<file path="src/design/nfcv_pkg.sv">
// shared types, constants and crc function for the node frame crc verifier
package nfcv_pkg;

    localparam int unsigned DATA_W = 8;
    localparam int unsigned POS_W = 9;
    localparam int unsigned CRC_W = 16;
    localparam int unsigned ADDR_W = 2;
    localparam int unsigned PDATA_W = 32;

    localparam logic [CRC_W-1:0] CRC_INIT = 16'hFFFF;
    localparam logic [CRC_W-1:0] CRC_POLY_REFL = 16'hA001;
    localparam logic [DATA_W-1:0] HEADER_RESET = 8'hAA;
    localparam logic [POS_W-1:0] FIXED_PART = 9'h009;

    localparam logic [ADDR_W-1:0] REG_EXPECTED_HEADER = 2'd0;

    typedef enum logic [1:0] {
        ST_OK           = 2'd0,
        ST_BAD_HEADER   = 2'd1,
        ST_CRC_MISMATCH = 2'd2
    } status_t;

    typedef struct packed {
        logic [DATA_W-1:0] data_byte;
        logic              frame_start;
    } in_word_t;

    typedef struct packed {
        status_t           status;
        logic [7:0]        opcode;
        logic [15:0]       source_address;
        logic [7:0]        payload_length;
        logic [CRC_W-1:0]  computed_crc;
    } result_t;

    typedef struct packed {
        logic consume;
        logic result_fire;
        logic in_frame;
    } core_stat_t;

    // crc-16/modbus update by one byte, lsb first
    function automatic logic [CRC_W-1:0] crc_byte(input logic [CRC_W-1:0] crc_in,
                                                  input logic [DATA_W-1:0] b);
        logic [CRC_W-1:0] c;
        c = crc_in ^ {{(CRC_W-DATA_W){1'b0}}, b};
        for (int i = 0; i < 8; i++)
        begin
            if (c[0])
                c = (c >> 1) ^ CRC_POLY_REFL;
            else
                c = c >> 1;
        end
        return c;
    endfunction

endpackage

</file>
<file path="src/design/node_frame_crc_verifier_top.sv">
// top level of the node frame crc verifier
// words pass from the input register through the combinational core into the result register
// throughput: one word per cycle while the output is not stalled, with an unrolled crc byte update
// a frame's result is shown from the edge at which its last word leaves the input register
// a result held by a stalled output stalls the input until it is taken
// reset: rst_n asynchronous active low, clears frame state, header resets to 0xaa
module node_frame_crc_verifier_top (
    input  logic                          clk,
    input  logic                          rst_n,
    input  logic                          psel,
    input  logic                          penable,
    input  logic                          pwrite,
    input  logic [nfcv_pkg::ADDR_W-1:0]   paddr,
    input  logic [nfcv_pkg::PDATA_W-1:0]  pwdata,
    output logic [nfcv_pkg::PDATA_W-1:0]  prdata,
    output logic                          pready,
    input  logic                          in_valid,
    output logic                          in_stall,
    input  logic [7:0]                    data_byte,
    input  logic                          frame_start,
    output logic                          out_valid,
    input  logic                          out_stall,
    output logic [1:0]                    status,
    output logic [7:0]                    opcode,
    output logic [15:0]                   source_address,
    output logic [7:0]                    payload_length,
    output logic [15:0]                   computed_crc
);
    import nfcv_pkg::*;

    logic [DATA_W-1:0] expected_header;
    in_word_t          in_word;
    in_word_t          word;
    logic              word_valid;
    logic              out_ready;
    logic              res_valid;
    result_t           res;
    result_t           out_res;
    core_stat_t        core_stat;

    assign in_word.data_byte = data_byte;
    assign in_word.frame_start = frame_start;

    nfcv_cfg u_cfg (
        .clk             (clk),
        .rst_n           (rst_n),
        .psel            (psel),
        .penable         (penable),
        .pwrite          (pwrite),
        .paddr           (paddr),
        .pwdata          (pwdata),
        .prdata          (prdata),
        .pready          (pready),
        .expected_header (expected_header)
    );

    nfcv_in_reg u_in_reg (
        .clk        (clk),
        .rst_n      (rst_n),
        .in_valid   (in_valid),
        .in_stall   (in_stall),
        .in_word    (in_word),
        .consume    (core_stat.consume),
        .word_valid (word_valid),
        .word       (word)
    );

    nfcv_core u_core (
        .clk             (clk),
        .rst_n           (rst_n),
        .word_valid      (word_valid),
        .word            (word),
        .out_ready       (out_ready),
        .expected_header (expected_header),
        .res_valid       (res_valid),
        .res             (res),
        .stat            (core_stat)
    );

    nfcv_out_reg u_out_reg (
        .clk       (clk),
        .rst_n     (rst_n),
        .res_valid (res_valid),
        .res       (res),
        .out_ready (out_ready),
        .out_valid (out_valid),
        .out_stall (out_stall),
        .out_res   (out_res)
    );

    assign status         = out_res.status;
    assign opcode         = out_res.opcode;
    assign source_address = out_res.source_address;
    assign payload_length = out_res.payload_length;
    assign computed_crc   = out_res.computed_crc;

    // a result is only made from a word taken out of the input register
    a_result_needs_word: assert property (@(posedge clk) disable iff (!rst_n)
        core_stat.result_fire |-> (word_valid && core_stat.consume))
        else $error("result without a consumed word");

    // the frame closes after its result
    a_frame_closes: assert property (@(posedge clk) disable iff (!rst_n)
        core_stat.result_fire |=> !core_stat.in_frame)
        else $error("frame still open after result");

    // a new result never overwrites one still held by a stalled output
    a_no_overwrite: assert property (@(posedge clk) disable iff (!rst_n)
        (out_valid && out_stall) |-> !res_valid)
        else $error("result register overwritten while stalled");

    // reported status is always a defined code
    a_status_code: assert property (@(posedge clk) disable iff (!rst_n)
        out_valid |-> (status == ST_OK || status == ST_BAD_HEADER
                       || status == ST_CRC_MISMATCH))
        else $error("undefined status code");

endmodule

</file>
<file path="src/design/nfcv_cfg.sv">
// apb configuration register holding the expected header byte
module nfcv_cfg (
    input  logic                          clk,
    input  logic                          rst_n,
    input  logic                          psel,
    input  logic                          penable,
    input  logic                          pwrite,
    input  logic [nfcv_pkg::ADDR_W-1:0]   paddr,
    input  logic [nfcv_pkg::PDATA_W-1:0]  pwdata,
    output logic [nfcv_pkg::PDATA_W-1:0]  prdata,
    output logic                          pready,
    output logic [nfcv_pkg::DATA_W-1:0]   expected_header
);
    import nfcv_pkg::*;

    logic [DATA_W-1:0] header_reg;
    logic              wr_en;

    assign pready = 1'b1;
    assign wr_en = psel & penable & pwrite & (paddr == REG_EXPECTED_HEADER);

    always_ff @(posedge clk or negedge rst_n)
    begin
        if (!rst_n)
            header_reg <= HEADER_RESET;
        else if (wr_en)
            header_reg <= pwdata[DATA_W-1:0];
    end

    always_comb
    begin
        if (paddr == REG_EXPECTED_HEADER)
            prdata = {{(PDATA_W-DATA_W){1'b0}}, header_reg};
        else
            prdata = '0;
    end

    assign expected_header = header_reg;

endmodule

</file>
<file path="src/design/nfcv_in_reg.sv">
// input register stage holding one accepted word
module nfcv_in_reg (
    input  logic                clk,
    input  logic                rst_n,
    input  logic                in_valid,
    output logic                in_stall,
    input  nfcv_pkg::in_word_t  in_word,
    input  logic                consume,
    output logic                word_valid,
    output nfcv_pkg::in_word_t  word
);
    import nfcv_pkg::*;

    logic     valid_reg;
    logic     valid_next;
    in_word_t word_reg;
    logic     accept;

    assign in_stall = valid_reg & ~consume;
    assign accept = in_valid & ~in_stall;

    always_comb
    begin
        if (accept)
            valid_next = 1'b1;
        else if (consume)
            valid_next = 1'b0;
        else
            valid_next = valid_reg;
    end

    always_ff @(posedge clk or negedge rst_n)
    begin
        if (!rst_n)
            valid_reg <= 1'b0;
        else
            valid_reg <= valid_next;
    end

    always_ff @(posedge clk)
    begin
        if (accept)
            word_reg <= in_word;
    end

    assign word_valid = valid_reg;
    assign word = word_reg;

endmodule

</file>
<file path="src/design/nfcv_core.sv">
// frame tracking, crc update and frame check for one word per cycle while the output is ready
module nfcv_core (
    input  logic                         clk,
    input  logic                         rst_n,
    input  logic                         word_valid,
    input  nfcv_pkg::in_word_t           word,
    input  logic                         out_ready,
    input  logic [nfcv_pkg::DATA_W-1:0]  expected_header,
    output logic                         res_valid,
    output nfcv_pkg::result_t            res,
    output nfcv_pkg::core_stat_t         stat
);
    import nfcv_pkg::*;

    localparam logic [POS_W-1:0] POS_HEADER = 9'd0;
    localparam logic [POS_W-1:0] POS_OPCODE = 9'd1;
    localparam logic [POS_W-1:0] POS_ADDR_HI = 9'd2;
    localparam logic [POS_W-1:0] POS_ADDR_LO = 9'd3;
    localparam logic [POS_W-1:0] POS_LENGTH = 9'd6;
    localparam logic [POS_W-1:0] POS_CRC_HI = 9'd7;
    localparam logic [POS_W-1:0] POS_CRC_LO = 9'd8;

    logic [POS_W-1:0]  pos_reg,    pos_next;
    logic              frame_reg,  frame_next;
    logic [7:0]        len_reg,    len_next;
    logic [CRC_W-1:0]  crc_reg,    crc_next;
    logic [CRC_W-1:0]  rcv_reg,    rcv_next;
    logic              hdr_ok_reg, hdr_ok_next;
    logic [7:0]        op_reg,     op_next;
    logic [15:0]       addr_reg,   addr_next;

    logic              consume;
    logic              active;
    logic [POS_W-1:0]  pos_cur;
    logic [7:0]        len_cur;
    logic [CRC_W-1:0]  crc_cur;
    logic [CRC_W-1:0]  rcv_cur;
    logic              hdr_ok_cur;
    logic [7:0]        op_cur;
    logic [15:0]       addr_cur;
    logic [DATA_W-1:0] feed;
    logic [CRC_W-1:0]  crc_upd;
    logic              last;

    assign consume = word_valid & out_ready;
    assign active = word.frame_start | frame_reg;

    always_comb
    begin
        if (word.frame_start)
        begin
            pos_cur    = '0;
            len_cur    = '0;
            crc_cur    = CRC_INIT;
            rcv_cur    = '0;
            hdr_ok_cur = 1'b0;
            op_cur     = '0;
            addr_cur   = '0;
        end
        else
        begin
            pos_cur    = pos_reg;
            len_cur    = len_reg;
            crc_cur    = crc_reg;
            rcv_cur    = rcv_reg;
            hdr_ok_cur = hdr_ok_reg;
            op_cur     = op_reg;
            addr_cur   = addr_reg;
        end

        feed        = word.data_byte;
        len_next    = len_cur;
        rcv_next    = rcv_cur;
        hdr_ok_next = hdr_ok_cur;
        op_next     = op_cur;
        addr_next   = addr_cur;

        case (pos_cur)
            POS_HEADER:  hdr_ok_next = (word.data_byte == expected_header);
            POS_OPCODE:  op_next = word.data_byte;
            POS_ADDR_HI: addr_next = {word.data_byte, addr_cur[7:0]};
            POS_ADDR_LO: addr_next = {addr_cur[15:8], word.data_byte};
            POS_LENGTH:  len_next = word.data_byte;
            POS_CRC_HI:
            begin
                rcv_next = {word.data_byte, rcv_cur[7:0]};
                feed = '0;
            end
            POS_CRC_LO:
            begin
                rcv_next = {rcv_cur[15:8], word.data_byte};
                feed = '0;
            end
            default: ;
        endcase

        crc_upd = crc_byte(crc_cur, feed);
        last = (pos_cur >= POS_CRC_LO)
               && (pos_cur == (FIXED_PART - 9'd1 + {1'b0, len_next}));
    end

    always_comb
    begin
        pos_next   = pos_reg;
        frame_next = frame_reg;
        crc_next   = crc_reg;
        if (consume && active)
        begin
            crc_next = crc_upd;
            if (last)
            begin
                frame_next = 1'b0;
                pos_next   = '0;
            end
            else
            begin
                frame_next = 1'b1;
                pos_next   = pos_cur + 9'd1;
            end
        end
    end

    always_ff @(posedge clk or negedge rst_n)
    begin
        if (!rst_n)
        begin
            pos_reg    <= '0;
            frame_reg  <= 1'b0;
            len_reg    <= '0;
            crc_reg    <= CRC_INIT;
            rcv_reg    <= '0;
            hdr_ok_reg <= 1'b0;
            op_reg     <= '0;
            addr_reg   <= '0;
        end
        else
        begin
            pos_reg   <= pos_next;
            frame_reg <= frame_next;
            crc_reg   <= crc_next;
            if (consume && active)
            begin
                len_reg    <= len_next;
                rcv_reg    <= rcv_next;
                hdr_ok_reg <= hdr_ok_next;
                op_reg     <= op_next;
                addr_reg   <= addr_next;
            end
        end
    end

    always_comb
    begin
        res_valid = consume & active & last;
        if (!hdr_ok_next)
            res.status = ST_BAD_HEADER;
        else if (rcv_next != crc_upd)
            res.status = ST_CRC_MISMATCH;
        else
            res.status = ST_OK;
        res.opcode         = op_next;
        res.source_address = addr_next;
        res.payload_length = len_next;
        res.computed_crc   = crc_upd;
    end

    assign stat.consume     = consume;
    assign stat.result_fire = res_valid;
    assign stat.in_frame    = frame_reg;

endmodule

</file>
<file path="src/design/nfcv_out_reg.sv">
// result register toward the output channel
module nfcv_out_reg (
    input  logic               clk,
    input  logic               rst_n,
    input  logic               res_valid,
    input  nfcv_pkg::result_t  res,
    output logic               out_ready,
    output logic               out_valid,
    input  logic               out_stall,
    output nfcv_pkg::result_t  out_res
);
    import nfcv_pkg::*;

    logic    valid_reg;
    logic    valid_next;
    result_t res_reg;

    assign out_ready = ~valid_reg | ~out_stall;

    always_comb
    begin
        if (res_valid)
            valid_next = 1'b1;
        else if (!out_stall)
            valid_next = 1'b0;
        else
            valid_next = valid_reg;
    end

    always_ff @(posedge clk or negedge rst_n)
    begin
        if (!rst_n)
            valid_reg <= 1'b0;
        else
            valid_reg <= valid_next;
    end

    always_ff @(posedge clk)
    begin
        if (res_valid)
            res_reg <= res;
    end

    assign out_valid = valid_reg;
    assign out_res = res_reg;

endmodule

</file>
<file path="config.mk">
export PLATFORM = sky130hd
export DESIGN_NAME = node_frame_crc_verifier_top
export DESIGN_NICKNAME = d
export VERILOG_FILES = /design/src/design/nfcv_pkg.sv /design/src/design/node_frame_crc_verifier_top.sv /design/src/design/nfcv_cfg.sv /design/src/design/nfcv_in_reg.sv /design/src/design/nfcv_core.sv /design/src/design/nfcv_out_reg.sv
export SDC_FILE = /design/constraint.sdc
export NUM_CORES = 1
export LEC_CHECK = 0
export BUFFER_PORTS_ARGS = -buffer_cell sky130_fd_sc_hd__buf_2
export CELL_PAD_IN_SITES_DETAIL_PLACEMENT = 1
export CELL_PAD_IN_SITES_GLOBAL_PLACEMENT = 2
export CORE_MARGIN = 2
export CORE_UTILIZATION = 39
export DETAILED_ROUTE_END_ITERATION = 8
export GPL_TIMING_DRIVEN = 1
export MAX_ROUTING_LAYER = met4
export PLACE_DENSITY_LB_ADDON = 0.08
export SLEW_MARGIN = 20
export SYNTH_ARGS = -nofsm -noshare
export SYNTH_HDL_FRONTEND = slang
export SYNTH_SLANG_ARGS = --single-unit
export TNS_END_PERCENT = 5
</file>
<file path="constraint.sdc">
create_clock -name clk -period 9.1 [get_ports clk]
set_input_delay 0.455 -clock clk [delete_from_list [all_inputs] [get_ports clk]]
set_output_delay 0.455 -clock clk [all_outputs]
set_load 0.1 [all_outputs]
</file>
## Word-level counts from Yosys, hierarchy flattened

Cells that the tools add are included.

| word-level totals | value |
|---|---|
| bits in registers | 144 |
| input bits | 50 |
| output and inout port bits | 85 |
| logic and storage cells | 89 |

| operators by class | value |
|---|---|
| eq/ne operators | 10 |
| add/sub/neg operators | 2 |
| reduce and logical (&&, ||, !) cells | 6 |
| multiplexer cells | 29 |
| $lt $le $gt $ge | 1 |
| bitwise gates (word level) | 23 |

Operator list:

| cell | count |
|---|---|
| $mux 16 | 11 |
| $pmux 16 s2 | 2 |
| $mux 8 | 6 |
| $not 2->3 | 8 |
| $eq 9x2->1 const B | 2 |
| $eq 9x3->1 const B | 2 |
| $mux 9 | 2 |
| $ne 16x16->1 | 1 |
| $xor 16x8->16 | 1 |
| $add 4x8->9 const A | 1 |
| $add 9x1->9 const B | 1 |
| $eq 9x1->1 const B | 1 |
| $eq 9x4->1 const B | 1 |
| $eq 9x9->1 | 1 |
| $ge 9x4->1 const B | 1 |
| $logic_not 9->1 | 1 |
| $and 1x1->1 | 8 |
| $eq 8x8->1 | 1 |
| $mux 1 | 7 |
| $not 1->1 | 4 |
| $logic_and 1x1->1 | 2 |
| $logic_not 2->1 | 1 |
| $mux 2 | 1 |
| $ne 2x1->1 const B | 1 |
| 3 further kinds | 4 |

## Depth between registers and ports, before layout

| depth | value |
|---|---|
| depth after elaboration | 23 |
| mapped depth | 15 |
| gate-level depth less buffers | 12 |

## Modules after synthesis

From an unflattened synthesis, not the netlist that was laid out.

| second synthesis, totals | value |
|---|---|
| cell total of the unflattened synthesis | 733 |
| area, all modules | 7827.5 um^2 |

By module, submodules not included:

| module | cells an instance | sequential area each (um^2) | instances | area an instance (um^2) |
|---|---|---|---|---|
| nfcv_core | 613 | 1896.8 | 1 | 5378.9 |
| nfcv_out_reg | 53 | 1526.5 | 1 | 1537.7 |
| nfcv_cfg | 53 | 205.2 | 1 | 583.1 |
| nfcv_in_reg | 14 | 295.3 | 1 | 327.8 |

## Worst setup path before layout

Ideal clock, no wire load.

| timing | value |
|---|---|
| kind | register to register |
| start point | register u_core.pos_reg[4] |
| end point | register u_out_reg.res_reg, in the netlist u_out_reg.out_res[0], enable pin |
| path slack | 3.452 ns |
| required time | 8.641 ns |
| setup time | 0.459 ns |
| arrival time | 5.188 ns |
| stages on the path, launching flop included | 13 |
| period minus slack after synthesis | 5.648 ns |
| path buffers | 2 |
| cell sequence | dfrtp_1 -> buf_2 -> or4_1 -> buf_2 -> nor3_2 -> o21ai_0 -> ha_1 -> xnor2_1 -> o21ai_0 -> a211o_1 -> nor4_1 -> nand4_1 -> nor2_1 |

RTL lines:

| element | RTL line | text |
|---|---|---|
| from (decl) | nfcv_core.sv:23 | `logic [POS_W-1:0] pos_reg, pos_next;` |
| from (signal assigned) | nfcv_core.sv:138 | `pos_reg <= pos_next;` |
| to (signal assigned) | nfcv_out_reg.sv:41 | `res_reg <= res;` |
| to (decl) | nfcv_out_reg.sv:16 | `result_t res_reg;` |

==> results list <==
* Result of the run: complete, no violations
- Of the total power, registers draw 0.398.
* Total global-route track usage: 0.225
- The area growth from synthesis to layout is 15.7%.
- The die is 144 um wide.
- Power Density: 248 mW/mm2
- Antenna violations before repair: 0
* Wire per inst: 20.2 um
* Launching element type of the critical path: register
- Number of buffers added on ports: 85
* Internal Dissipation: 1.39 mW
* Largest clock skew in the final design: 0.0181 ns
- Mux contribution to synthesized area: 0.0653
* Post-CTS repair timing setup buffer count: 0
- The die is 144 um tall.
- The first global-routing pass estimated 34000 um of wire.
- Timing would allow up to 170 MHz.
- In this run the number of H-tree levels came out at 4.
* Netlist Area Pre-Place: 0.00763 mm2
- Most instantiated library cell after synthesis: nand2_1
- CTS root buf: clkbuf_16
- Of the post-synthesis cell area, the dominant cell type holds 0.232.
- The final layout contains 850 nets.
- In this run, CTS created clock tree buffers numbering 17.
* Layout filler cell count: 2151
- The analysis attributes to cell leakage a power of 3.70 nW.
* Ports: 135
- After detailed routing, the number of remaining DRC violations is 0.
- RSZ-0062 raised after global routing: no
- For this run, global-route usage on met2 was measured as 0.357.
- Yosys mapped a number of flops with a built-in enable equal to 59.
* Cell taking the most area after synthesis: edfxtp_1
- By count the netlist is led by nand2_1 (119), dfrtp_1 (65), edfxtp_1 (59).
- Required @ worst endpoint: 9.18 ns
* Core ar.: 0.0193 mm2
- Routed vias/inst: 5.37
- The tree built by TritonCTS fans out to 144 sinks.
* NetSw: 0.792 mW
- Sum of overflow across all layers after global routing: 0
* Last weighted congestion value of the routability-driven placer: 0.863
- Setup total negative slack on the finished layout was measured at 0 ns.
- Of the total synthesized cell area, the portion taken by AND, OR, NAND and NOR gates is 0.167.
- Across the run, the number of max-cap violations was 0.
- Xor-xnor portion of the synthesized cell area: 0.0766
- After clock tree synthesis, the flow added hold-fix buffers numbering 0.
* Utilization of the core after routing: 0.457
- The share of total power dissipated in combinational logic is 0.276.
- Worst hold slack after final layout: 0.0337 ns
- The max-slew violation count is 0.
- Data arrival time of the critical path: 5.96 ns
* Fraction of registers with async set/reset: 0.590
- The worst pin sits at a relative slew slack of 0.349.
- For met3 alone, demand over resource in global routing was 0.0340.
- Max Buffers Root-to-Sink: 2
- Of the cells placed in the final design, the portion with a size suffix greater than 1 is 0.251.
- Final standard cell area without fillers: 0.00883 mm2
- Worst-skew pair later-pin latency: 0.44 ns
* Compound-Gate Fraction of Synth Area: 0.116
- Of the total power, the share spent switching nets is 0.362.
* Number of synthesized register bits: 144
* DRC marker count from the first detailed-route iteration: 298
* Clock share of power: 0.326
* Pwr Total: 2.19 mW
- Peak-usage layer in the global routing report: met2
* Total of warnings raised by yosys: 0
- Total die area: 0.0207 mm2
- Number of resized instances in the post-cts repair step: 0
- The initial utilization of the core area, before any placement, comes to 0.395.
- Remaining antenna violation count after routing: 0
- Post-Synthesis Cells: 734
* Maximum fanout along the worst path: 48
- The initialized floorplan defines 51 standard-cell rows.
- Setup slack on the worst reg-to-reg path comes out at 3.22 ns.
* Worst voltage drop across the vdd grid: 113 uV
- Instance area at placement: 0.00822 mm2
* Proportion of synthesized chip area in sequential cells: 0.514
* Met1 Resource Use GR: 0.297
* Endpoint class of the critical path: register
- The via count of the first global-routing pass was 5903.
- Total of endpoints with negative setup slack in the final report: 0
- The first detailed-routing pass took 5 iterations.
- The critical path in this run is classified as register to register.
- Summed over all nets, the half-perimeter wirelength after detailed placement is 14300 um.
* Max reg flops: 50
* Leading cell types by total area after synthesis: edfxtp_1 (23%), dfrtp_1 (21%), dfstp_2 (6.9%)
- Of the total synthesized cell area, the portion taken by full adders, half adders and majority gates is 0.00164.
- Main combinational cell family by area after synthesis: simple AND/OR/NAND/NOR gates
- Mapped Avg Cell Area: 10.4 um2
- Entering global routing, the biggest net connects 50 pins.
* Library cells used by synthesis: 70
* Final-report hold violation count: 0
* Clock transition at path regs: 0.07 ns
- Total wire length after detailed routing: 21800 um
* Routed via count: 5783
* Worst Max-Slew Pin Slew: 0.973 ns
- Clock period minus worst slack: 5.88 ns
- The tightest min-delay check is of the input port to asynchronous set/reset pin type.
- The most used flip-flop cell after synthesis is dfrtp_1.
- Count of inserted antenna diode cells: 0
- CTS tree: yes
- Dividing the final minimum period by the clock period gives 0.646.
## stage by stage
step                      worst slack (ns)  std cells
after global placement                3.38       1045
after detailed placement              3.21       1045
after CTS                             3.19       1077
final                                 3.22       1077
after floorplan                       3.45        757
after global routing                  2.82       1077
## cell families (layout without fill, tap and decap cells)
| logic type | Yosys count | count (layout) |
|---|---|---|
| AND/OR/NAND/NOR | 263 | 263 |
| flip-flops | 144 | 144 |
| AO/OA/AOI/OAI | 133 | 133 |
| buffers and inverters | 92 | 147 |
| XOR/XNOR | 54 | 54 |
| multiplexers | 45 | 45 |
| other | 2 | 25 |
| adder cells (fa/ha/maj) | 1 | 1 |
## worst max-delay path, cell delays in order (launching register included)
cell      delay [ns]
edfxtp_1        0.37
buf_4           0.30
or4b_2          0.85
nor3_2          0.56
o21ai_0         0.45
ha_1            0.43
xnor2_1         0.13
o21ai_0         0.10
a211o_1         0.29
nor4_1          0.19
nand4_1         0.50
nor2_4          0.78
buf_4           0.49
## power groups by stage
stage / clock, mW / combinational, mW / sequential (mW)
floorplan: 0 / 0.509 / 0.841
global placement: 0 / 0.585 / 0.879
detailed placement: 0 / 0.603 / 0.883
CTS: 0.729 / 0.606 / 0.870
global route: 0.754 / 0.658 / 0.883
finish: 0.713 / 0.603 / 0.871
## path summary, 6_finish.rpt
kind | start | endpoint | depth (start not counted)
max | u_in_reg.word[0] | u_out_reg.out_res[18] | 12
min | rst_n | u_core.len_reg[6] | 1
max reg2reg | u_in_reg.word[0] | u_out_reg.out_res[18] | 12
min reg2reg | u_core.crc_reg[12] | u_core.crc_reg[12] | 2
max in group asynchronous | rst_n | u_core.rcv_reg[6] | 2
min in group clk | frame_start | u_in_reg.word[0] | 1
## area by class of cell
cell class	count	area, um2	area share
Clock buffer	17	425	0.0482
Clock inverter	15	184	0.0208
Inverter	16	60.1	0.00680
Multi-Input combinational cell	521	3370	0.382
Sequential cell	144	3920	0.444
Tap cell	265	332	0.0375
Timing Repair Buffer	99	533	0.0603
## per-layer routing
metal	vias to the layer above	part of all wire	routed length (um)
li1	2686	-	-
met1	2941	0.47	10300
met2	138	0.48	10400
met3	18	0.036	783
met4	0	0.014	312
met5	-	0	0
## placed cells by master, fill, tap and decap left out, types with 12 or more instances in the layout
cell	netlist	layout
nand2_1	119	119
buf_2	4	84
dfrtp_1	65	65
edfxtp_1	59	59
o21ai_0	49	49
nor2_1	42	41
mux2_2	38	38
xnor2_1	35	35
conb_1	2	25
dfstp_2	20	20
a22o_1	18	18
clkbuf_16	0	17
inv_1	15	15
buf_4	25	15
nor3_1	12	12
a31oi_1	12	12
(Power assumes the default switching activity.)
